<file path="src/rtl/unfp_pkg.sv">
// Shared types, codes and helpers for the navigation frame parser.
// No dependencies; used by every module under rtl.
package unfp_pkg;

  localparam logic [7:0] SYNC_1      = 8'hB5;
  localparam logic [7:0] SYNC_2      = 8'h62;
  localparam logic [7:0] CLASS_NAV   = 8'h01;
  localparam logic [7:0] ID_POSLLH   = 8'h02;
  localparam logic [7:0] ID_STATUS   = 8'h03;
  localparam logic [7:0] ID_SOL      = 8'h06;
  localparam logic [7:0] ID_VELNED   = 8'h12;
  localparam logic [7:0] MAX_PAYLOAD = 8'd64;
  localparam logic [7:0] FIX_3D      = 8'h03;

  localparam logic [15:0] TIMEOUT_RESET = 16'd2000;

  localparam logic OP_BYTE = 1'b0;
  localparam logic OP_TICK = 1'b1;

  localparam logic [2:0] KIND_POSITION = 3'd0;
  localparam logic [2:0] KIND_STATUS   = 3'd1;
  localparam logic [2:0] KIND_SOLUTION = 3'd2;
  localparam logic [2:0] KIND_VELOCITY = 3'd3;
  localparam logic [2:0] KIND_CKS_ERR  = 3'd4;
  localparam logic [2:0] KIND_TIMEOUT  = 3'd5;
  localparam logic [2:0] KIND_LEN_ERR  = 3'd6;

  // Payload bytes are kept only at the offsets the decoder reads:
  // 0..11, 16..27, 36..39 and 47, packed into 29 slots.
  localparam int NUM_SLOTS = 29;

  typedef logic [4:0] slot_t;
  typedef logic [NUM_SLOTS-1:0][7:0] cap_t;

  localparam slot_t SLOT_TOW        = 5'd0;
  localparam slot_t SLOT_LON        = 5'd4;
  localparam slot_t SLOT_LAT        = 5'd8;
  localparam slot_t SLOT_STAT_FIX   = 5'd4;
  localparam slot_t SLOT_STAT_FLAGS = 5'd5;
  localparam slot_t SLOT_SOL_FIX    = 5'd10;
  localparam slot_t SLOT_SOL_FLAGS  = 5'd11;
  localparam slot_t SLOT_P16        = 5'd12;
  localparam slot_t SLOT_P20        = 5'd16;
  localparam slot_t SLOT_P24        = 5'd20;
  localparam slot_t SLOT_P36        = 5'd24;
  localparam slot_t SLOT_SATS       = 5'd28;

  typedef struct packed {
    logic  hit;
    slot_t slot;
  } slot_map_t;

  typedef struct packed {
    logic       len_err;
    logic       cks_err;
    logic       cks_ok;
    logic [7:0] msg_class;
    logic [7:0] msg_id;
  } frame_evt_t;

  typedef struct packed {
    logic [2:0]  kind;
    logic        fix_valid;
    logic [31:0] time_of_week;
    logic [31:0] longitude;
    logic [31:0] latitude;
    logic [28:0] altitude_cm;
    logic [31:0] speed_abs;
    logic [31:0] speed_horiz;
    logic [22:0] heading;
    logic [31:0] vertical_speed;
    logic [7:0]  satellite_count;
  } result_t;

  function automatic slot_map_t slot_of(input logic [7:0] idx);
    slot_map_t m;
    m.hit  = 1'b0;
    m.slot = '0;
    if (idx < 8'd12) begin
      m.hit  = 1'b1;
      m.slot = idx[4:0];
    end else if (idx >= 8'd16 && idx < 8'd28) begin
      m.hit  = 1'b1;
      m.slot = slot_t'(idx - 8'd4);
    end else if (idx >= 8'd36 && idx < 8'd40) begin
      m.hit  = 1'b1;
      m.slot = slot_t'(idx - 8'd12);
    end else if (idx == 8'd47) begin
      m.hit  = 1'b1;
      m.slot = SLOT_SATS;
    end
    return m;
  endfunction

  function automatic logic [31:0] word_at(input cap_t cap, input slot_t s);
    return {cap[slot_t'(s + 5'd3)], cap[slot_t'(s + 5'd2)],
            cap[slot_t'(s + 5'd1)], cap[s]};
  endfunction

endpackage

</file>
<file path="src/rtl/unfp_out_buf.sv">
// Output register with one skid entry for result words.
// Depends on unfp_pkg.
module unfp_out_buf (
  input  logic              clk,
  input  logic              rst,
  input  logic              in_valid,
  output logic              in_ready,
  input  unfp_pkg::result_t in_res,
  output logic              out_valid,
  input  logic              out_ready,
  output unfp_pkg::result_t out_res
);

  logic              skid_valid;
  unfp_pkg::result_t skid_res;

  assign in_ready = !skid_valid;

  always_ff @(posedge clk) begin
    if (rst) begin
      out_valid  <= 1'b0;
      skid_valid <= 1'b0;
    end else if (out_ready || !out_valid) begin
      if (skid_valid) begin
        out_valid  <= 1'b1;
        skid_valid <= 1'b0;
      end else begin
        out_valid <= in_valid;
      end
    end else if (in_valid) begin
      skid_valid <= 1'b1;
    end
  end

  always_ff @(posedge clk) begin
    if (out_ready || !out_valid) begin
      out_res <= skid_valid ? skid_res : in_res;
    end else if (in_valid) begin
      skid_res <= in_res;
    end
  end

endmodule

</file>
<file path="config.mk">
export PLATFORM = sky130hd
export DESIGN_NAME = unfp_out_buf
export DESIGN_NICKNAME = d
export VERILOG_FILES = /design/src/rtl/unfp_pkg.sv /design/src/rtl/unfp_out_buf.sv
export SDC_FILE = /design/constraint.sdc
export NUM_CORES = 1
export LEC_CHECK = 0
export BUFFER_PORTS_ARGS = -buffer_cell sky130_fd_sc_hd__buf_2
export CAP_MARGIN = 20
export CORE_ASPECT_RATIO = 0.5
export CORE_MARGIN = 1
export CORE_UTILIZATION = 30
export DETAILED_ROUTE_END_ITERATION = 8
export PLACE_DENSITY = 0.59
export SLEW_MARGIN = 40
export SYNTH_ARGS = -nofsm -noshare
export SYNTH_HDL_FRONTEND = slang
export SYNTH_SLANG_ARGS = --single-unit
</file>
<file path="constraint.sdc">
create_clock -name clk -period 47.5 [get_ports clk]
set_input_delay 9.5 -clock clk [delete_from_list [all_inputs] [get_ports clk]]
set_output_delay 9.5 -clock clk [all_outputs]
set_load 0.005 [all_outputs]
</file>
# [Word level (Yosys, flattened, before mapping)]
# Cells that the tools add are included.
[word_totals] regBits=514 in_bits=260 output_inout_bits=258 elab_cells=32
[op_classes] n_mux=2 bitwise=1 reduce_logical=5
[ops] op="$mux W256" count=1
[ops] op="$logic_not A1 Y1" count=2
[ops] op="$reduce_and A2 Y1" count=1
[ops] op="$reduce_or A2 Y1" count=1
[ops] op="$logic_or A1 B1 Y1" count=1
[ops] op="$mux W1" count=1
[ops] op="$not A1 Y1" count=1

# [Longest topological paths before layout]
[logic_depth] ltp_word=4 mapped_depth=5

# [Least setup slack after synthesis]
# No wires, ideal clock.
[synth_path] path_type="input-to-reg" start="input out_ready" end="register skid_res[0] in the netlist's numbering (enable)" arrival_time_ns=36.228 required_time_ns=44.364 setup_slack_ns=8.137 cell_stages=2 n_path_buf=0 cell_sequence="nand2b_1 > nor2_1"
[synth_via] elab_chain_cells=3
[synth_lines] element="start: declaration" line_no="unfp_out_buf.sv:10" source="input logic out_ready,"
[synth_lines] element="$logic_or A1 B1 Y1" line_no="unfp_out_buf.sv:36" source="if (out_ready || !out_valid) begin"
[synth_lines] element="$not A1 Y1 (no source line)"
[synth_lines] element="$reduce_and A2 Y1 (no source line)"
[synth_lines] element="end signal: assignment" line_no="unfp_out_buf.sv:39" source="skid_res <= in_res;"
[synth_lines] element="end: declaration" line_no="unfp_out_buf.sv:15" source="unfp_pkg::result_t skid_res;"
# Every way passes these cells.
# A chain may end at the register's enable or synchronous reset.

# [Worst setup path after layout]
[layout_path] start="input out_ready" end="register skid_res[185] in the netlist's numbering (enable)"
# Same word-level chain as after synthesis.

==> summary.txt <==
Layout
  • Multi-input combinational cell area: between 3000 and 4000 µm²
  • Layout fillers: 5,838
  • Storage cell area: about 15,000 µm²
  • Synth-to-Final Area Change: 26.55%
  • Nets: 1,617
  • Share of cells above drive strength 1: 0.6202
  • Fin util: 0.3868

Clock tree
  • Insertion delay to the later sink of the worst-skew pair: 570 ps
  • CTS Buf Count: 49
  • Clock-pin transition on the worst setup and hold timing paths: 70 ps
  • CTS max path bufs: 3
  • Gates resized, CTS repair: 0
  • Hold-fix buffers at CTS: 0
  • H-tree levels: 2
  • Setup bufs post-CTS: 0
  • Root Driver: clkbuf_16
  • CTS tree: yes
  • Num Clock Sinks: around 500

Logic synthesis
  • Synth Area per Inst: approximately 24 µm²
  • Largest family of logic cells by synthesized area: multiplexers
  • Syn nets: 1,066
  • Leading post-synthesis cells by instance count: edfxtp_1 (512), mux2_4 (201), mux2_2 (55)
  • Yosys top cell by area: edfxtp_1
  • Cell with the most instances after synthesis: edfxtp_1
  • Async SR Flop Fraction: 0
  • Gate Count Post-Synth: 806
  • Synth area leaders: edfxtp_1 (79%), mux2_4 (16%), mux2_2 (3.2%), buf_6 (1.5%), dfxtp_1 (0.21%)
  • Synth top area share: 0.7929
  • Synth Area in Compound Gates: 0.0002581
  • Register area share after synthesis: 0.7949
  • Warnings, synthesis: 0
  • Adder-Cell Fraction of Synth Area: 0
  • EDFF count, synth: between 500 and 600
  • Distinct cells, synth: 11
  • Mux contribution to synthesized area: 0.1876
  • Top_reg_cell synth: edfxtp_1
  • Synth Cell Area: about 19,000 µm²
  • Area share of xor/xnor cells in the synthesized design: 0
  • Simple-gate share of the synthesized area: 0.0009679
  • FF+latch count, synth: 514

Critical path
  • WP data required: 47,690 ps
  • Largest fanout on the critical path: 75
  • Worst R2R End: out_res[26]$_DFFE_PP_
  • CP Capture Type: flip-flop
  • R2r worst-path depth: 5
  • Setup crit start kind: primary input
  • Launching point of the worst reg2reg path: skid_valid$_SDFFE_PP0P_
  • Critical Path AT: 12,280 ps
  • Setup Crit Path Kind: primary input to flip-flop
  • Flop-to-flop setup slack: 43,970 ps

STA
  • Final count of hold timing violations: 0
  • Worst-case hold slack: around 540 ps
  • Final setup fails: 0
  • Slew HR: 0.4787
  • Setup TNS: 0 ps
  • Final min period: 12,090 ps
  • Slew @ Worst Pin: 782.0 ps
  • Clock skew: 21.30 ps
  • RSZ-0062 raised after global routing: false
  • Period utilisation layout: 0.2545
  • Max Clk Rate: 0.08271 GHz
  • Slew Viols, Final: 0

Drt
  • Pre-antenna DRT Iters: 4
  • # DRC: 0
  • Final WL: 47,060 µm
  • Vias per cell: between 4 and 5
  • Vias: 9,529
  • Drt first-iter violations: 546
  • Drt wl/cell: 20.95 µm
  • Antenna Nets Post-Route: 0

Min path
  • Hold/Removal Path Class: flip-flop to flip-flop
  • Hold path cells: 1
  • Hold Crit Start: skid_res[85]$_DFFE_PP_
  • WHS Endpoint: out_res[85]$_DFFE_PP_

Power and ir drop
  • Pleak: 9.499 nW
  • Pwr dens: 40.53 nW/µm²
  • Peak supply drop: ~0.024 mV

Place
  • GP Congestion: 0.8084
  • Buffers on Ports: between 500 and 600
  • Post-DP HPWL: 33,090 µm

GRT
  • Total track usage: 0.1364
  • Antenna violations before repair: 13
  • Gr ovfl total: 0
  • Vias in the first global route: 9,649
  • Largest net degree at the start of global routing: 82
  • First-pass GRT wire length: between 60,000 and 70,000 µm

Die
  • Core footprint: 63,440 µm²
  • Die width: approximately 360 µm
  • Die height: 181.8 µm
  • I/O Pins: 518
  • # rows: 65
  • Die ar.: 65,720 µm²
  • Starting density of the core: 0.3057

Outcome
  • Status: complete, no violations

Run
  • Max_cap viols: 0
[worst max-delay path, cell delays in order]
cell      delay [ps]
buf_2             90
nand2b_4         460
nor2_4           240
buf_6            590
buf_6            570
buf_6            640
[cells by family (layout without fill, tap and decap cells)]
logic type	after synthesis	in the layout
DFF	514	514
muxes	256	256
buffers and inverters	31	623
and+or+nand+nor	4	4
AOI/OAI and AO/OA	1	1
other	0	11
[power by group]
part           internal [mW]  switching, mW
sequential             0.525        0.00634
combinational         0.0358         0.0328
clock                  0.221          0.173
total                  0.782          0.213
[stage by stage]
step                cells  setup WS, ps  power (mW)  instance area, µm²
detailed placement   2143         34600      0.6110               22880
finish               2246         35410      0.9945               24540
global placement     2142         34080      0.6093               22830
floorplan             806          8137      0.5745               19390
CTS                  2235         35190       1.007               24500
global route         2245         35200       1.029               24540
[flip-flops by register name, indices dropped and copies added, names as in the netlist]
name,cells
out_res,256
skid_valid,1
skid_res,256
out_valid,1
[how the worst max path moves through the flow]
| stage | from | endpoint | slack [ps] |
|---|---|---|---|
| after floorplan | out_ready | skid_res[0]$_DFFE_PP_ | 8140 |
| after global placement | out_ready | skid_res[197]$_DFFE_PP_ | 34080 |
| after detailed placement | out_ready | skid_res[197]$_DFFE_PP_ | 34600 |
| after CTS | out_ready | skid_res[197]$_DFFE_PP_ | 35190 |
| after global routing | out_ready | skid_res[185]$_DFFE_PP_ | 35200 |
| final | out_ready | skid_res[185]$_DFFE_PP_ | 35410 |
[area by class of cell]
| cell class | count | share of cell area |
|---|---|---|
| Clock buffer | 53 | 0.05145 |
| Antenna cell | 11 | 0.001122 |
| Inverter | 2 | 0.0003059 |
| Sequential cell | 514 | 0.6283 |
| Tap cell | 837 | 0.04268 |
| Clock inverter | 39 | 0.01453 |
| Timing Repair Buffer | 529 | 0.1118 |
| Multi-Input combinational cell | 261 | 0.1498 |
[layer usage]
| layer | vias up | GRT usage | wire length [µm] |
|---|---|---|---|
| li1 | 4348 | - | - |
| met1 | 4964 | 0.1458 | 16970 |
| met2 | 140 | 0.2671 | 27530 |
| met3 | 75 | 0.02559 | 1398 |
| met4 | 2 | 0.04610 | 1148 |
| met5 | - | 0 | 13 |
[cell usage in the layout (no fill, tap or decap)]
cell type / synthesis / layout
inv_1: 2 / 2
clkinv_8: 0 / 1
edfxtp_1: 512 / 512
buf_2: 3 / 517
nor2_4: 0 / 1
dfxtp_1: 2 / 1
a21oi_1: 1 / 1
clkinv_2: 0 / 14
clkinv_1: 0 / 10
nand2b_4: 0 / 1
mux2_2: 55 / 55
clkinvlp_4: 0 / 6
nor3_1: 1 / 1
buf_4: 0 / 1
clkinv_4: 0 / 2
diode_2: 0 / 11
mux2_4: 201 / 201
clkbuf_16: 0 / 50
dfxtp_4: 0 / 1
clkbuf_1: 0 / 3
bufinv_16: 0 / 5
inv_16: 0 / 1
buf_12: 0 / 1
nor2_1: 2 / 1
buf_6: 26 / 9
buf_16: 0 / 1
Note: power is estimated with default switching activity, not from simulation.
