===== src/rtl/unfp_pkg.sv =====
// Shared types, codes and helpers for the navigation frame parser.
// No dependencies; used by every module under rtl.
package unfp_pkg;

  localparam logic [7:0] SYNC_1      = 8'hB5;
  localparam logic [7:0] SYNC_2      = 8'h62;
  localparam logic [7:0] CLASS_NAV   = 8'h01;
  localparam logic [7:0] ID_POSLLH   = 8'h02;
  localparam logic [7:0] ID_STATUS   = 8'h03;
  localparam logic [7:0] ID_SOL      = 8'h06;
  localparam logic [7:0] ID_VELNED   = 8'h12;
  localparam logic [7:0] MAX_PAYLOAD = 8'd64;
  localparam logic [7:0] FIX_3D      = 8'h03;

  localparam logic [15:0] TIMEOUT_RESET = 16'd2000;

  localparam logic OP_BYTE = 1'b0;
  localparam logic OP_TICK = 1'b1;

  localparam logic [2:0] KIND_POSITION = 3'd0;
  localparam logic [2:0] KIND_STATUS   = 3'd1;
  localparam logic [2:0] KIND_SOLUTION = 3'd2;
  localparam logic [2:0] KIND_VELOCITY = 3'd3;
  localparam logic [2:0] KIND_CKS_ERR  = 3'd4;
  localparam logic [2:0] KIND_TIMEOUT  = 3'd5;
  localparam logic [2:0] KIND_LEN_ERR  = 3'd6;

  // Payload bytes are kept only at the offsets the decoder reads:
  // 0..11, 16..27, 36..39 and 47, packed into 29 slots.
  localparam int NUM_SLOTS = 29;

  typedef logic [4:0] slot_t;
  typedef logic [NUM_SLOTS-1:0][7:0] cap_t;

  localparam slot_t SLOT_TOW        = 5'd0;
  localparam slot_t SLOT_LON        = 5'd4;
  localparam slot_t SLOT_LAT        = 5'd8;
  localparam slot_t SLOT_STAT_FIX   = 5'd4;
  localparam slot_t SLOT_STAT_FLAGS = 5'd5;
  localparam slot_t SLOT_SOL_FIX    = 5'd10;
  localparam slot_t SLOT_SOL_FLAGS  = 5'd11;
  localparam slot_t SLOT_P16        = 5'd12;
  localparam slot_t SLOT_P20        = 5'd16;
  localparam slot_t SLOT_P24        = 5'd20;
  localparam slot_t SLOT_P36        = 5'd24;
  localparam slot_t SLOT_SATS       = 5'd28;

  typedef struct packed {
    logic  hit;
    slot_t slot;
  } slot_map_t;

  typedef struct packed {
    logic       len_err;
    logic       cks_err;
    logic       cks_ok;
    logic [7:0] msg_class;
    logic [7:0] msg_id;
  } frame_evt_t;

  typedef struct packed {
    logic [2:0]  kind;
    logic        fix_valid;
    logic [31:0] time_of_week;
    logic [31:0] longitude;
    logic [31:0] latitude;
    logic [28:0] altitude_cm;
    logic [31:0] speed_abs;
    logic [31:0] speed_horiz;
    logic [22:0] heading;
    logic [31:0] vertical_speed;
    logic [7:0]  satellite_count;
  } result_t;

  function automatic slot_map_t slot_of(input logic [7:0] idx);
    slot_map_t m;
    m.hit  = 1'b0;
    m.slot = '0;
    if (idx < 8'd12) begin
      m.hit  = 1'b1;
      m.slot = idx[4:0];
    end else if (idx >= 8'd16 && idx < 8'd28) begin
      m.hit  = 1'b1;
      m.slot = slot_t'(idx - 8'd4);
    end else if (idx >= 8'd36 && idx < 8'd40) begin
      m.hit  = 1'b1;
      m.slot = slot_t'(idx - 8'd12);
    end else if (idx == 8'd47) begin
      m.hit  = 1'b1;
      m.slot = SLOT_SATS;
    end
    return m;
  endfunction

  function automatic logic [31:0] word_at(input cap_t cap, input slot_t s);
    return {cap[slot_t'(s + 5'd3)], cap[slot_t'(s + 5'd2)],
            cap[slot_t'(s + 5'd1)], cap[s]};
  endfunction

endpackage


===== src/rtl/unfp_frame_sync.sv =====
// Frame sync, header capture, Fletcher sums and payload capture.
// Depends on unfp_pkg.
module unfp_frame_sync (
  input  logic                 clk,
  input  logic                 rst,
  input  logic                 byte_valid,
  input  logic [7:0]           data_byte,
  output unfp_pkg::frame_evt_t evt,
  output unfp_pkg::cap_t       cap
);

  localparam logic [3:0] ST_SYNC1   = 4'd0;
  localparam logic [3:0] ST_SYNC2   = 4'd1;
  localparam logic [3:0] ST_CLASS   = 4'd2;
  localparam logic [3:0] ST_ID      = 4'd3;
  localparam logic [3:0] ST_LEN_LO  = 4'd4;
  localparam logic [3:0] ST_LEN_HI  = 4'd5;
  localparam logic [3:0] ST_PAYLOAD = 4'd6;
  localparam logic [3:0] ST_CK_A    = 4'd7;
  localparam logic [3:0] ST_CK_B    = 4'd8;

  logic [3:0] step;
  logic [7:0] sum_a;
  logic [7:0] sum_b;
  logic [7:0] msg_class;
  logic [7:0] msg_id;
  logic [7:0] payload_len;
  logic [7:0] payload_count;
  logic [7:0] recv_sum_a;

  logic [7:0] acc_a;
  logic [7:0] acc_b;
  logic [7:0] count_inc;
  logic       cks_match;
  unfp_pkg::slot_map_t map;

  assign acc_a     = sum_a + data_byte;
  assign acc_b     = sum_b + acc_a;
  assign count_inc = payload_count + 8'd1;
  assign map       = unfp_pkg::slot_of(payload_count);
  assign cks_match = (sum_a == recv_sum_a) && (sum_b == data_byte);

  assign evt.len_err   = (step == ST_LEN_LO) && (data_byte >= unfp_pkg::MAX_PAYLOAD);
  assign evt.cks_ok    = (step == ST_CK_B) && cks_match;
  assign evt.cks_err   = (step == ST_CK_B) && !cks_match;
  assign evt.msg_class = msg_class;
  assign evt.msg_id    = msg_id;

  always_ff @(posedge clk) begin
    if (rst) begin
      step          <= ST_SYNC1;
      sum_a         <= '0;
      sum_b         <= '0;
      msg_class     <= '0;
      msg_id        <= '0;
      payload_len   <= '0;
      payload_count <= '0;
      recv_sum_a    <= '0;
      cap           <= '0;
    end else if (byte_valid) begin
      case (step)
        ST_SYNC1: begin
          if (data_byte == unfp_pkg::SYNC_1) step <= ST_SYNC2;
        end
        ST_SYNC2: begin
          step <= (data_byte == unfp_pkg::SYNC_2) ? ST_CLASS : ST_SYNC1;
        end
        ST_CLASS: begin
          msg_class <= data_byte;
          sum_a     <= acc_a;
          sum_b     <= acc_b;
          step      <= ST_ID;
        end
        ST_ID: begin
          msg_id <= data_byte;
          sum_a  <= acc_a;
          sum_b  <= acc_b;
          step   <= ST_LEN_LO;
        end
        ST_LEN_LO: begin
          payload_len <= data_byte;
          if (evt.len_err) begin
            sum_a <= '0;
            sum_b <= '0;
            step  <= ST_SYNC1;
          end else begin
            sum_a <= acc_a;
            sum_b <= acc_b;
            step  <= ST_LEN_HI;
          end
        end
        ST_LEN_HI: begin
          sum_a         <= acc_a;
          sum_b         <= acc_b;
          payload_count <= '0;
          step          <= (payload_len == 8'd0) ? ST_CK_A : ST_PAYLOAD;
        end
        ST_PAYLOAD: begin
          if (payload_count < payload_len) begin
            if (map.hit) cap[map.slot] <= data_byte;
            sum_a         <= acc_a;
            sum_b         <= acc_b;
            payload_count <= count_inc;
            if (count_inc >= payload_len) step <= ST_CK_A;
          end else begin
            step <= ST_CK_A;
          end
        end
        ST_CK_A: begin
          recv_sum_a <= data_byte;
          step       <= ST_CK_B;
        end
        ST_CK_B: begin
          sum_a <= '0;
          sum_b <= '0;
          step  <= ST_SYNC1;
        end
        default: begin
          step <= ST_SYNC1;
        end
      endcase
    end
  end

endmodule


===== config.mk =====
export PLATFORM = sky130hd
export DESIGN_NAME = unfp_frame_sync
export DESIGN_NICKNAME = d
export VERILOG_FILES = /design/src/rtl/unfp_pkg.sv /design/src/rtl/unfp_frame_sync.sv
export SDC_FILE = /design/constraint.sdc
export NUM_CORES = 1
export LEC_CHECK = 0
export BUFFER_PORTS_ARGS = -buffer_cell sky130_fd_sc_hd__buf_2
export CAP_MARGIN = 20
export CORE_AREA = 8 8 221 223
export DETAILED_ROUTE_END_ITERATION = 10
export DIE_AREA = 0 0 229 231
export HOLD_SLACK_MARGIN = 0.06
export PLACE_DENSITY = 0.46
export SYNTH_ARGS = -nofsm -noshare
export SYNTH_HDL_FRONTEND = slang
export SYNTH_SLANG_ARGS = --single-unit

===== constraint.sdc =====
create_clock -name clk -period 3.4 [get_ports clk]
set_input_delay 0.17 -clock clk [delete_from_list [all_inputs] [get_ports clk]]
set_output_delay 0.17 -clock clk [all_outputs]
set_load 0.02 [all_outputs]

Word level (Yosys, flattened, before mapping). Index checks and enable logic that the tools add are counted.

Equality and inequality tests: 16. Muxes and demuxes: 22. Reductions and logical operators: 21. $lt $le $gt $ge: 10. Add/sub/neg operators: 5.

Operator list (count): $bwmux 232 (1); $pmux 8 s4 (2); $mux 8 (6); $demux 8 s5 (1); $pmux 4 s8 (1); $mux 6 (4); $add 8x8->8 (2); $eq 4x3->1 const B (4); $eq 8x8->1 (2); $pmux 8 s2 (1); $mux 4 (3); $reduce_and 3->1 (3); $add 8x1->8 const B (1); $eq 4x2->1 const B (2); $eq 8x6->1 const B (1); $eq 8x7->1 const B (1); $eq 8x8->1 const B (1); $ge 8x5->1 const B (1); $ge 8x6->1 const B (1); $ge 8x7->1 const B (1); $ge 8x8->1 (1); $logic_not 8->1 (1); $lt 8x4->1 const B (1); $lt 8x5->1 const B (1); other kinds (21) (31).

Word-level logic and storage cells: 111. Output and inout bits: 251. Input port bits: 11. Register bits: 292.

Depth between registers and ports, before layout. Gate-level depths: netlist of the first run.

Depth after elaboration: 10. Mapped depth: 14.

Least setup slack after synthesis of the first run. OpenSTA, ideal clock, no wires.

Kind: register to register. Start: register payload_count[3]. End: register cap[199] (netlist name). Period minus slack after synthesis: 2.996 ns. Arrival time: 2.864 ns. Stages on the path, launching flop included: 11. Setup slack: 0.404 ns. Library setup time: 0.132 ns. Buffers on the path: 2. Path through: dfxtp_1 -> buf_2 -> inv_1 -> ha_1 -> a21boi_0 -> nor3_2 -> o21ai_0 -> and3_1 -> buf_4 -> nand3_2 -> mux2i_1.

Cells in the longest elaborated chain, start to end: 10.

Ends and longest elaborated chain: start: declaration (line unfp_frame_sync.sv:28) `logic [7:0] payload_count;`; start signal: assignment (line unfp_frame_sync.sv:103) `payload_count <= count_inc;`; $ge 8x6->1, or another cell as far along (line unfp_pkg.sv:85) `end else if (idx >= 8'd36 && idx < 8'd40) begin`; $logic_and 1x1->1 or $mux 6 (tied branches) (line unfp_pkg.sv:85, unfp_pkg.sv:88); $mux 6 (line unfp_pkg.sv:85); $mux 6 (line unfp_pkg.sv:82) `end else if (idx >= 8'd16 && idx < 8'd28) begin`; $mux 6 (line unfp_pkg.sv:79) `if (idx < 8'd12) begin`; $lt 5x6->1 (not written as such) or $ge 5x1->1 (tied branches) (line unfp_frame_sync.sv:100) `if (map.hit) cap[map.slot] <= data_byte;`; $logic_and 1x1->1 (not written as such) (line unfp_frame_sync.sv:100); $mux 8 (not written as such) (line unfp_frame_sync.sv:100); $demux 8 s5 (line unfp_frame_sync.sv:100); $bwmux 232 (line unfp_frame_sync.sv:100); end signal: indexed assignment (line unfp_frame_sync.sv:100); end: declaration (line unfp_frame_sync.sv:9) `output unfp_pkg::cap_t cap`.

Parallel ways exist; a longest one is shown, timed or not. A chain may end at the register's enable or synchronous reset.

Worst setup path in the final report of the first run.
Start: register sum_a[0]. End: register sum_b[7].

Cells in the longest elaborated chain, start to end: 4.

Ends and longest elaborated chain: start: declaration (line unfp_frame_sync.sv:23) `logic [7:0] sum_a;`; start signal: assignment (line unfp_frame_sync.sv:52) `sum_a <= '0;`; start signal: assignment (line unfp_frame_sync.sv:70) `sum_a <= acc_a;`; start signal: assignment (line unfp_frame_sync.sv:76) `sum_a <= acc_a;`; $add 8x8->8 * (line unfp_frame_sync.sv:37) `assign acc_a = sum_a + data_byte;`; $add 8x8->8 * (line unfp_frame_sync.sv:38) `assign acc_b = sum_b + acc_a;`; $mux 8 (on tied branches) (line unfp_frame_sync.sv:99, unfp_frame_sync.sv:82); $pmux 8 s4 * (line unfp_frame_sync.sv:61) `case (step)`; end signal: assignment (line unfp_frame_sync.sv:53) `sum_b <= '0;`; end signal: assignment (line unfp_frame_sync.sv:71) `sum_b <= acc_b;`; end signal: assignment (line unfp_frame_sync.sv:102) `sum_b <= acc_b;`; end: declaration (line unfp_frame_sync.sv:24) `logic [7:0] sum_b;`.

Every way passes the cells marked *; elsewhere a longest branch is shown, timed or not. The select of a mux whose other input is x is not followed.

==> results of run 1 <==
## report_power, final
| group | switching, uW | internal [uW] | total [uW] |
|---|---|---|---|
| registers | 0.217 | 3420 | 3420 |
| clock network | 1550 | 2320 | 3870 |
| logic | 168 | 89.9 | 258 |
| total | 1720 | 5830 | 7550 |
## synthesized netlist by cell type (5+ instances only)
cell type	number	share of area, %
dfxtp_1	292	44
mux2i_1	250	19
nand2b_1	244	11
clkbuf_1	79	2.2
nor2_1	47	1.3
nand2_1	39	1.1
a21oi_1	38	1.4
ha_1	37	3.5
nand3_4	25	3.3
inv_1	23	0.64
nand3_1	21	0.78
xor2_1	21	1.4
o21ai_0	19	0.71
xnor2_1	13	0.85
a22oi_1	11	0.62
nand4_1	11	0.51
nor2b_1	9	0.42
nor4_1	7	0.33
o21a_1	7	0.39
and3_1	6	0.28
nor3_1	6	0.22
o211ai_1	6	0.34
a21boi_0	5	0.28
buf_2	5	0.19
## metrics by stage
step	total power [uW]	util (%)	area (sq um)	setup WS [ps]	instances
4_1_cts	7680	36.92	16640	342.8	2170
5_1_grt	7819	36.92	16640	92.22	2170
3_3_place_gp	3755	34.09	15370	423.5	2098
6_report	7555	36.92	16640	322.2	2170
3_5_place_dp	3753	34.09	15370	374.3	2098
2_1_floorplan	3656	-	13390	403.8	1295
## cell type report
class	count	area (sq um)	share of cell area (%)
inverter	23	86.33	0.5187
clock inverter	7	117.6	0.7066
tap	600	750.7	4.510
clock buffer	56	1066	6.405
multi-input combinational	889	7103	42.67
sequential	292	5846	35.12
timing repair buffer	303	1675	10.07
## final timing paths
check                              startpoint  cells past startpoint                           to
setup / recovery        sum_a[0]$_SDFFE_PP0P_                     13        sum_b[7]$_SDFFE_PP0P_
hold / removal                   data_byte[3]                      4   recv_sum_a[3]$_SDFFE_PP0P_
setup reg to reg        sum_a[0]$_SDFFE_PP0P_                     13        sum_b[7]$_SDFFE_PP0P_
hold reg to reg   payload_len[5]$_SDFFE_PP0P_                      2  payload_len[5]$_SDFFE_PP0P_
## registers in the layout (all words and copies together), names as in the netlist
| name | flops |
|---|---|
| cap | 232 |
| msg_class | 8 |
| msg_id | 8 |
| payload_count | 8 |
| payload_len | 8 |
| recv_sum_a | 8 |
| sum_a | 8 |
| sum_b | 8 |
| step | 4 |
## kinds of logic (layout without fill, tap and decap cells)
| family | count (synthesis) | count (layout) |
|---|---|---|
| xor gates and xnor gates | 34 | 34 |
| AOI/OAI and AO/OA | 118 | 118 |
| DFF | 292 | 292 |
| and+or+nand+nor | 446 | 446 |
| adders and majority gates | 39 | 39 |
| muxes | 252 | 252 |
| buffers and inverters | 114 | 389 |
## worst max-delay path, stage by stage (launching register included)
cell      delay, ps
dfxtp_1         330
ha_1            220
fa_1            410
a21o_1          180
a21oi_1         250
o21bai_1        100
a21oi_1         270
xnor2_1         110
ha_1            220
o41ai_1         360
buf_4           190
nor4b_1          50
mux2i_1         180
nand4_1         100
## metal layers
layer	vias up	GRT usage, %
met3	66	5.273
met5	-	0
met1	4928	20.37
met4	0	4.802
met2	238	25.65
li1	4951	-
==> out/results.ini, run 1 <==
[cts]
cts_buffer_depth = 3
clk_latency_ps = 550
cts_buffers = 36
postCtsSetupBuffers = 0
cts_hold_buf = 9
cts-root-buf = clkbuf_16
h-tree-depth = 2
ctsResizeCount = 0
cts_tree = yes
clkTransAtPathRegs_ps = 60
clock-sinks = 292

[drt]
num_vias = 10180
drc = 0
wl_per_cell_um = 20.37
wl_met1_um = 19720
wl_um = 44200
highest-signal-layer = met4
drtIter0Drc = 619
routed-wl-met3_um = 3163
ant_nets = 0
wl_met2_um = 20230
dr.pass1.iters = 7
vias_per_cell = 4.693

[floorplan]
core_sq_um = 45090
start_util_pct = 29.70
dieArea_sq_um = 52900
dieHeight_um = 231
io_pins = 262
rows = 78
die_x_um = 229

[worst_setup_path]
required_ps = 3820
arrival_ps = 3500
cp-end-kind = flop
worstSetupPathType = flop to flop
path_max_fanout = 4
ff2ff_setup_slack_ps = 320
cp-start-kind = flop

[sta]
min_period_ps = 3078
slew-limit-headroom_pct = 32.05
setup_violations = 0
fin_crit_sh_pct = 90.52
fin_worst_skew_ps = 22.09
slew_viol_final = 0
max_freq_mhz = 324.9
rsz0062_at_grt = false
tns_ps = 0
max_slew.worst_pin.slew_ps = 1019
worst_hold_slack_ps = 106.0
timing_hold_violations_final = 0

[layout]
layout-drive-gt1-share_pct = 25.29
final_common_cell = dfxtp_1
antenna_cells = 0
area_delta_synth_final_pct = 24.29
final_nets = 1595
final_cell_mix = 292 x dfxtp_1, 260 x buf_2, 250 x mux2i_1
nFillCells = 4567

[global_route]
grt_usage_pct = 16.03
antenna_found_initial = 0
grt_max_degree = 231
grt_pass1_vias = 10340
overflow = 0
grt_pass1_wl_um = 66600

[synthesis]
ys_ff_latch = 292
synthSimpleGateAreaFrac_pct = 21.82
synth_cell_types = 68
ys_async_sr_fraction_pct = 0
syn_area_sq_um = 13390
syn_nets = 1345
ys.flop_type = dfxtp_1
synth-compound-area-share_pct = 6.148
synth_seq_area_share_pct = 43.65
syn_avg_cell_area_sq_um = 10.34
synth_top_family_by_area = simple AND/OR/NAND/NOR gates
synth_xor_area_share_pct = 2.224
synth_adder_area_share_pct = 3.756
synth_edf_count = 0
synth_mux_area_share_pct = 18.85
ys_warn_count = 0
syn_inst = 1295

[place]
place.gp.congestion = 0.7974
io_buffer_count = 261
place_hpwl_um = 29950

[worst_hold_path]
hold_path.class = input port to flop

[power]
vdd.ir_drop.worst_mv = 0.3045
power_density_nw_per_um2 = 453.9
leakagePower_uw = 0.008443

[status]
outcome = finished clean

[job]
max-cap-violations = 0

(Power assumes the default switching activity.)
==> run 2: changes to the inputs <==
- PLACE_DENSITY: 0.46 -> default
- PLACE_DENSITY_LB_ADDON: default -> 0.1
==> run 2 against run 1 <==
Against the previous run:
- clock power decreased by 2%
- sequential cell count is the same
- setup slack better by 58 ps
- via count is essentially flat
- total power fell by 0.91%
- count of clock-buffer cells in the layout down 2
- sequential power about the same
- die area unchanged
- hold slack improved by 27 ps
- global-route usage up 0.39 points
- combinational power grew 3%
- critical path depth fell by 2
==> out/results.ini, run 2 (synthesis gave the netlist of run 1 again) <==
[status]
outcome = finished clean

[sta]
slew-limit-headroom_pct = 42.86  ; +11 points
rsz0062_at_grt = false
worst_slack_ps = 380.6  ; +58.37 ps
worst_hold_slack_ps = 132.5  ; +26.54 ps
setup_violations = 0  ; unchanged
fin_worst_skew_ps = 13.83  ; -8.254 ps
max_slew.worst_pin.slew_ps = 857.1  ; -162.2 ps
max_freq_mhz = 331.2  ; +1.9%
fin_crit_sh_pct = 88.81  ; -1.7 points
slew_viol_final = 0  ; unchanged
min_period_ps = 3019  ; -58.37 ps
tns_ps = 0  ; unchanged
timing_hold_violations_final = 0  ; unchanged

[worst_setup_path]
r2r_start = payload_count[2]$_SDFFE_PP0P_
max_stage_delay_ps = 450  ; +40 ps
required_ps = 3830  ; about the same
ff2ff_path_depth = 11  ; -2
cpMaxStageDelayCell = dfxtp_1
cp-start-kind = flop
worstSetupPathType = flop to flop
path_max_fanout = 6  ; +2
arrival_ps = 3450  ; -50 ps
ff2ff_setup_slack_ps = 380  ; +60 ps
path_cells = ha_1, nand2_1, xnor2_1, ha_1, o21a_1, o21a_1, o21ai_0, a32oi_1, o311ai_0, buf_4, mux2_2
r2r_end = step[0]$_SDFFE_PP0P_
cp-end-kind = flop
crit_buf_inv = 1  ; unchanged
path_delay_family = compound AO/OA/AOI/OAI gates

[layout]
area_delta_synth_final_pct = 24.91
final_common_cell = dfxtp_1
final_cell_mix = 292 x dfxtp_1, 260 x buf_2, 250 x mux2i_1
final_nets = 1609  ; +0.88%
largest_reg_flops = 232  ; unchanged
largest-register = cap
antenna_cells = 0  ; unchanged
fin_util_pct = 37.10  ; +0.18 points
finalInstanceArea_sq_um = 16730  ; +0.50%
layout-drive-gt1-share_pct = 26.33  ; +1.0 points

[floorplan]
core_sq_um = 45090  ; unchanged
rows = 78  ; unchanged
io_pins = 262  ; unchanged
start_util_pct = 29.70  ; unchanged
die_x_um = 229  ; unchanged
dieHeight_um = 231  ; unchanged
dieArea_sq_um = 52900  ; unchanged

[job]
max-cap-violations = 0  ; unchanged

[power]
power_density_nw_per_um2 = 447.5  ; -1.4%
vdd.ir_drop.worst_mv = 0.2929  ; -3.8%
leakagePower_uw = 0.008522  ; +0.93%

[global_route]
grt_pass1_vias = 10440  ; +0.97%
grt_usage_pct = 16.43  ; +0.39 points
grt_max_degree = 125  ; -46%
overflow = 0  ; unchanged
grt_pass1_wl_um = 68020  ; +2.1%
antenna_found_initial = 0  ; unchanged

[place]
post-place-ws_ps = 397.9  ; +23.67 ps
place.gp.congestion = 0.8137  ; +2.0%
io_buffer_count = 261  ; unchanged
dpl_cell_area_sq_um = 15510  ; +0.93%
place_hpwl_um = 31320  ; +4.6%

[cts]
clkTransAtPathRegs_ps = 60  ; about the same
cts_tree = yes
cts-root-buf = clkbuf_16
cts_hold_buf = 5  ; -4
h-tree-depth = 2  ; unchanged
clk_latency_ps = 540  ; about the same
cts_buffers = 35  ; -2.8%
ctsResizeCount = 0  ; unchanged
postCtsSetupBuffers = 0  ; unchanged
cts_buffer_depth = 3  ; unchanged
clock-sinks = 292  ; unchanged

[drt]
num_vias = 10190  ; +0.020%
wl_um = 45010  ; +1.8%
dr.pass1.iters = 5  ; -2
drtIter0Drc = 463  ; -25%
drc = 0  ; unchanged
wl_per_cell_um = 20.61  ; +1.2%
vias_per_cell = 4.663  ; -0.62%
ant_nets = 0  ; unchanged

[worst_hold_path]
hp-start = data_byte[3]
whs_endpoint = recv_sum_a[3]$_SDFFE_PP0P_
worstHoldPathCells = 4  ; unchanged
hold_path.class = input port to flop

run 2: cell count changes in the layout (fill, tap and decap cells not counted):
cell,delta
inv_16,-1
dlygate4sd3_1,-4
clkinvlp_4,-1
clkinv_2,+3
clkbuf_1,-2
buf_4,+19
run 2: how the worst max path moves through the flow:
stage,slack (ps),depth (start not counted),from,end
detailed placement,400,9,payload_count[2]$_SDFFE_PP0P_,cap[5]$_SDFFE_PP0P_
global placement,410,11,payload_count[2]$_SDFFE_PP0P_,step[0]$_SDFFE_PP0P_
global route,130,11,payload_count[2]$_SDFFE_PP0P_,step[0]$_SDFFE_PP0P_
finish,380,11,payload_count[2]$_SDFFE_PP0P_,step[0]$_SDFFE_PP0P_
CTS,390,9,payload_count[2]$_SDFFE_PP0P_,cap[3]$_SDFFE_PP0P_
floorplan,400,10,payload_count[3]$_SDFFE_PP0P_,cap[199]$_SDFFE_PP0P_
run 2: routing by layer:
layer	up-vias	share of wire [%]	global-route usage, %
met1	4903	45	21.36
met2	243	45	25.83
li1	4984	-	-
met5	-	0	0
met4	0	1.7	4.324
met3	55	7.7	5.543
run 2: power breakdown:
group	internal (uW)	switching, uW
Sequential	3420	0.0266
Combinational	92.1	174
Clock	2300	1500
run 2: worst reg2reg max path: cells and delay by family, from the launching register on:
kind                       cells  cell delay [ps]
AOI/OAI and AO/OA              5              920
xor gates and xnor gates       1              250
adders and majority gates      2              590
buffers and inverters          1              200
DFF                            1              450
muxes                          1              320
and+or+nand+nor                1              180
run 2: layout make-up:
type                    count  area, sq um
flip-flops and latches    292         5846
repair buffers            318         1778
fillers                  4586        28360
multi-input cells         889         7103
clock inverters             8        105.1
inverters                  23        86.33
well taps                 600        750.7
clock buffers              54         1059
run 2: metrics by stage:
stage,cells,power [uW]
detailed placement,2117,3764
global placement,2117,3767
floorplan,1295,3656
CTS,2184,7630
finish,2184,7486
global route,2184,7766
==> run 3: changes to the inputs <==
==> constraint.sdc (replaced) <==
create_clock -name clk -period 3.4 [get_ports clk]
set_input_delay 0.51 -clock clk [delete_from_list [all_inputs] [get_ports clk]]
set_output_delay 0.51 -clock clk [all_outputs]
set_load 0.02 [all_outputs]
==> run 3 against run 2 <==
Against the previous run:
- combinational power about the same
- via count decreased by 1.2%
- die area unchanged
- first-iteration DRC count increased by 8.0%
- sequential share of layout area decreased by 0.11 points
- wire length decreased by 0.24%
- utilization increased by 0.12 points
- setup slack got worse by 120 ps
- global-route usage about the same
- critical path depth unchanged
- highest routed layer unchanged
==> out/results.ini, run 3 (synthesis gave the netlist of run 1 again) <==
[status]
outcome = finished clean

[cts]
ctsResizeCount = 0  ; unchanged
cts_buffer_depth = 3  ; unchanged
h-tree-depth = 2  ; unchanged
postCtsSetupBuffers = 0  ; unchanged
clkTransAtPathRegs_ps = 60  ; about the same
clk_latency_ps = 540  ; about the same
clock-sinks = 292  ; unchanged
cts-root-buf = clkbuf_16
cts_hold_buf = 0  ; -5
cts_buffers = 36  ; +2.9%
cts_tree = yes

[sta]
slew_viol_final = 0  ; unchanged
slew-limit-headroom_pct = 40.31  ; -2.6 points
worst_hold_slack_ps = 379.3  ; +246.8 ps
fin_worst_skew_ps = 15.97  ; +2.140 ps
setup_violations = 0  ; unchanged
rsz0062_at_grt = false
timing_hold_violations_final = 0  ; unchanged
tns_ps = 0  ; unchanged
max_freq_mhz = 318.5  ; -3.8%
min_period_ps = 3140  ; +120.1 ps
fin_crit_sh_pct = 92.34  ; +3.5 points
max_slew.worst_pin.slew_ps = 891.2  ; +34.10 ps
worst_slack_ps = 260.5  ; -120.1 ps

[floorplan]
dieArea_sq_um = 52900  ; unchanged
die_x_um = 229  ; unchanged
dieHeight_um = 231  ; unchanged
rows = 78  ; unchanged
io_pins = 262  ; unchanged
start_util_pct = 29.70  ; unchanged
core_sq_um = 45090  ; unchanged

[global_route]
overflow = 0  ; unchanged
grt-busiest-layer = met2
grt_max_degree = 168  ; +34%
grt_usage_pct = 16.39  ; -0.037 points
met3_usage_pct = 5.126  ; -0.42 points
grt.met2_usage_pct = 26.13  ; +0.31 points
grt_pass1_vias = 10330  ; -1.0%
grt_use_met1_pct = 21.28  ; -0.083 points
antenna_found_initial = 0  ; unchanged
grt_pass1_wl_um = 67720  ; -0.45%

[layout]
area_delta_synth_final_pct = 25.31
largest_reg_flops = 232  ; unchanged
largest-register = cap
layout-drive-gt1-share_pct = 26.00  ; -0.32 points
final_common_cell = dfxtp_1
antenna_cells = 0  ; unchanged
final_cell_mix = 292 x dfxtp_1, 260 x buf_2, 250 x mux2i_1
final_nets = 1594  ; -0.93%

[worst_setup_path]
crit_buf_inv = 1  ; unchanged
r2r_start = payload_count[3]$_SDFFE_PP0P_
cp-end-kind = flop
path_max_fanout = 9  ; +3
path_delay_family = compound AO/OA/AOI/OAI gates
critical_path.startpoint = payload_count[3]$_SDFFE_PP0P_
required_ps = 3820  ; about the same
cp-start-kind = flop
max_stage_delay_ps = 580  ; +130 ps
worstSetupPathType = flop to flop
cpMaxStageDelayCell = dfxtp_1
path_cells = ha_1, nand2_1, xnor2_1, ha_1, o21a_1, o21a_1, o21ai_0, a32oi_1, o311ai_0, buf_4, mux2_2
arrival_ps = 3560  ; +110 ps

[place]
place.gp.congestion = 0.8071  ; -0.81%
place_hpwl_um = 30620  ; -2.2%
io_buffer_count = 261  ; unchanged
post-place-ws_ps = 74.95  ; -323.0 ps

[power]
power_density_nw_per_um2 = 462.0  ; +3.2%
leakagePower_uw = 0.008523  ; about the same
vdd.ir_drop.worst_mv = 0.2922  ; -0.25%

[drt]
ant_nets = 0  ; unchanged
drc = 0  ; unchanged
dr.pass1.iters = 4  ; -1
drtIter0Drc = 500  ; +8.0%
num_vias = 10060  ; -1.2%
wl_per_cell_um = 20.70  ; +0.45%
wl_um = 44900  ; -0.24%
vias_per_cell = 4.639  ; -0.51%

[worst_hold_path]
hold_path.class = input port to flop
hp-start = data_byte[7]

[job]
max-cap-violations = 0  ; unchanged

==> run 3: tightest hold or removal path, stage by stage <==
cell,delay [ps]
buf_2,200
nand2_1,90
a21oi_1,50
==> run 3: through the flow <==
step,power (uW),utilization [%],instances,instance area [sq um]
floorplan,3656,-,1295,13390
global placement,3774,34.42,2106,15520
detailed placement,3773,34.42,2106,15520
CTS,7901,37.21,2169,16780
global route,8049,37.22,2169,16780
finish,7753,37.22,2169,16780
==> run 3: layout make-up <==
type                       instances  area, sq um
fill                            4546        28310
multi-input combinational        889         7107
sequential                       292         5846
timing repair buffer             302         1733
clock buffer                      56         1109
tap                              600        750.7
clock inverter                     7        150.1
inverter                          23        86.33
==> run 3: final timing paths <==
kind	to	slack [ps]	depth (start not counted)
worst max-delay path	step[0]$_SDFFE_PP0P_	260	11
worst min register to register	payload_len[6]$_SDFFE_PP0P_	460	2
worst min-delay path	recv_sum_a[7]$_SDFFE_PP0P_	380	3
worst max register to register	step[0]$_SDFFE_PP0P_	260	11
==> run 3: routing by layer <==
layer	wire [um]	share of wire, %
met2	20510	46
met1	20670	46
met5	0	0
met3	3001	6.7
met4	728	1.6
==> run 3: power by group <==
part	total (uW)	internal [uW]	switching, uW
Clock	4060	2540	1520
Sequential	3420	3420	0.225
Combinational	269	95.1	173
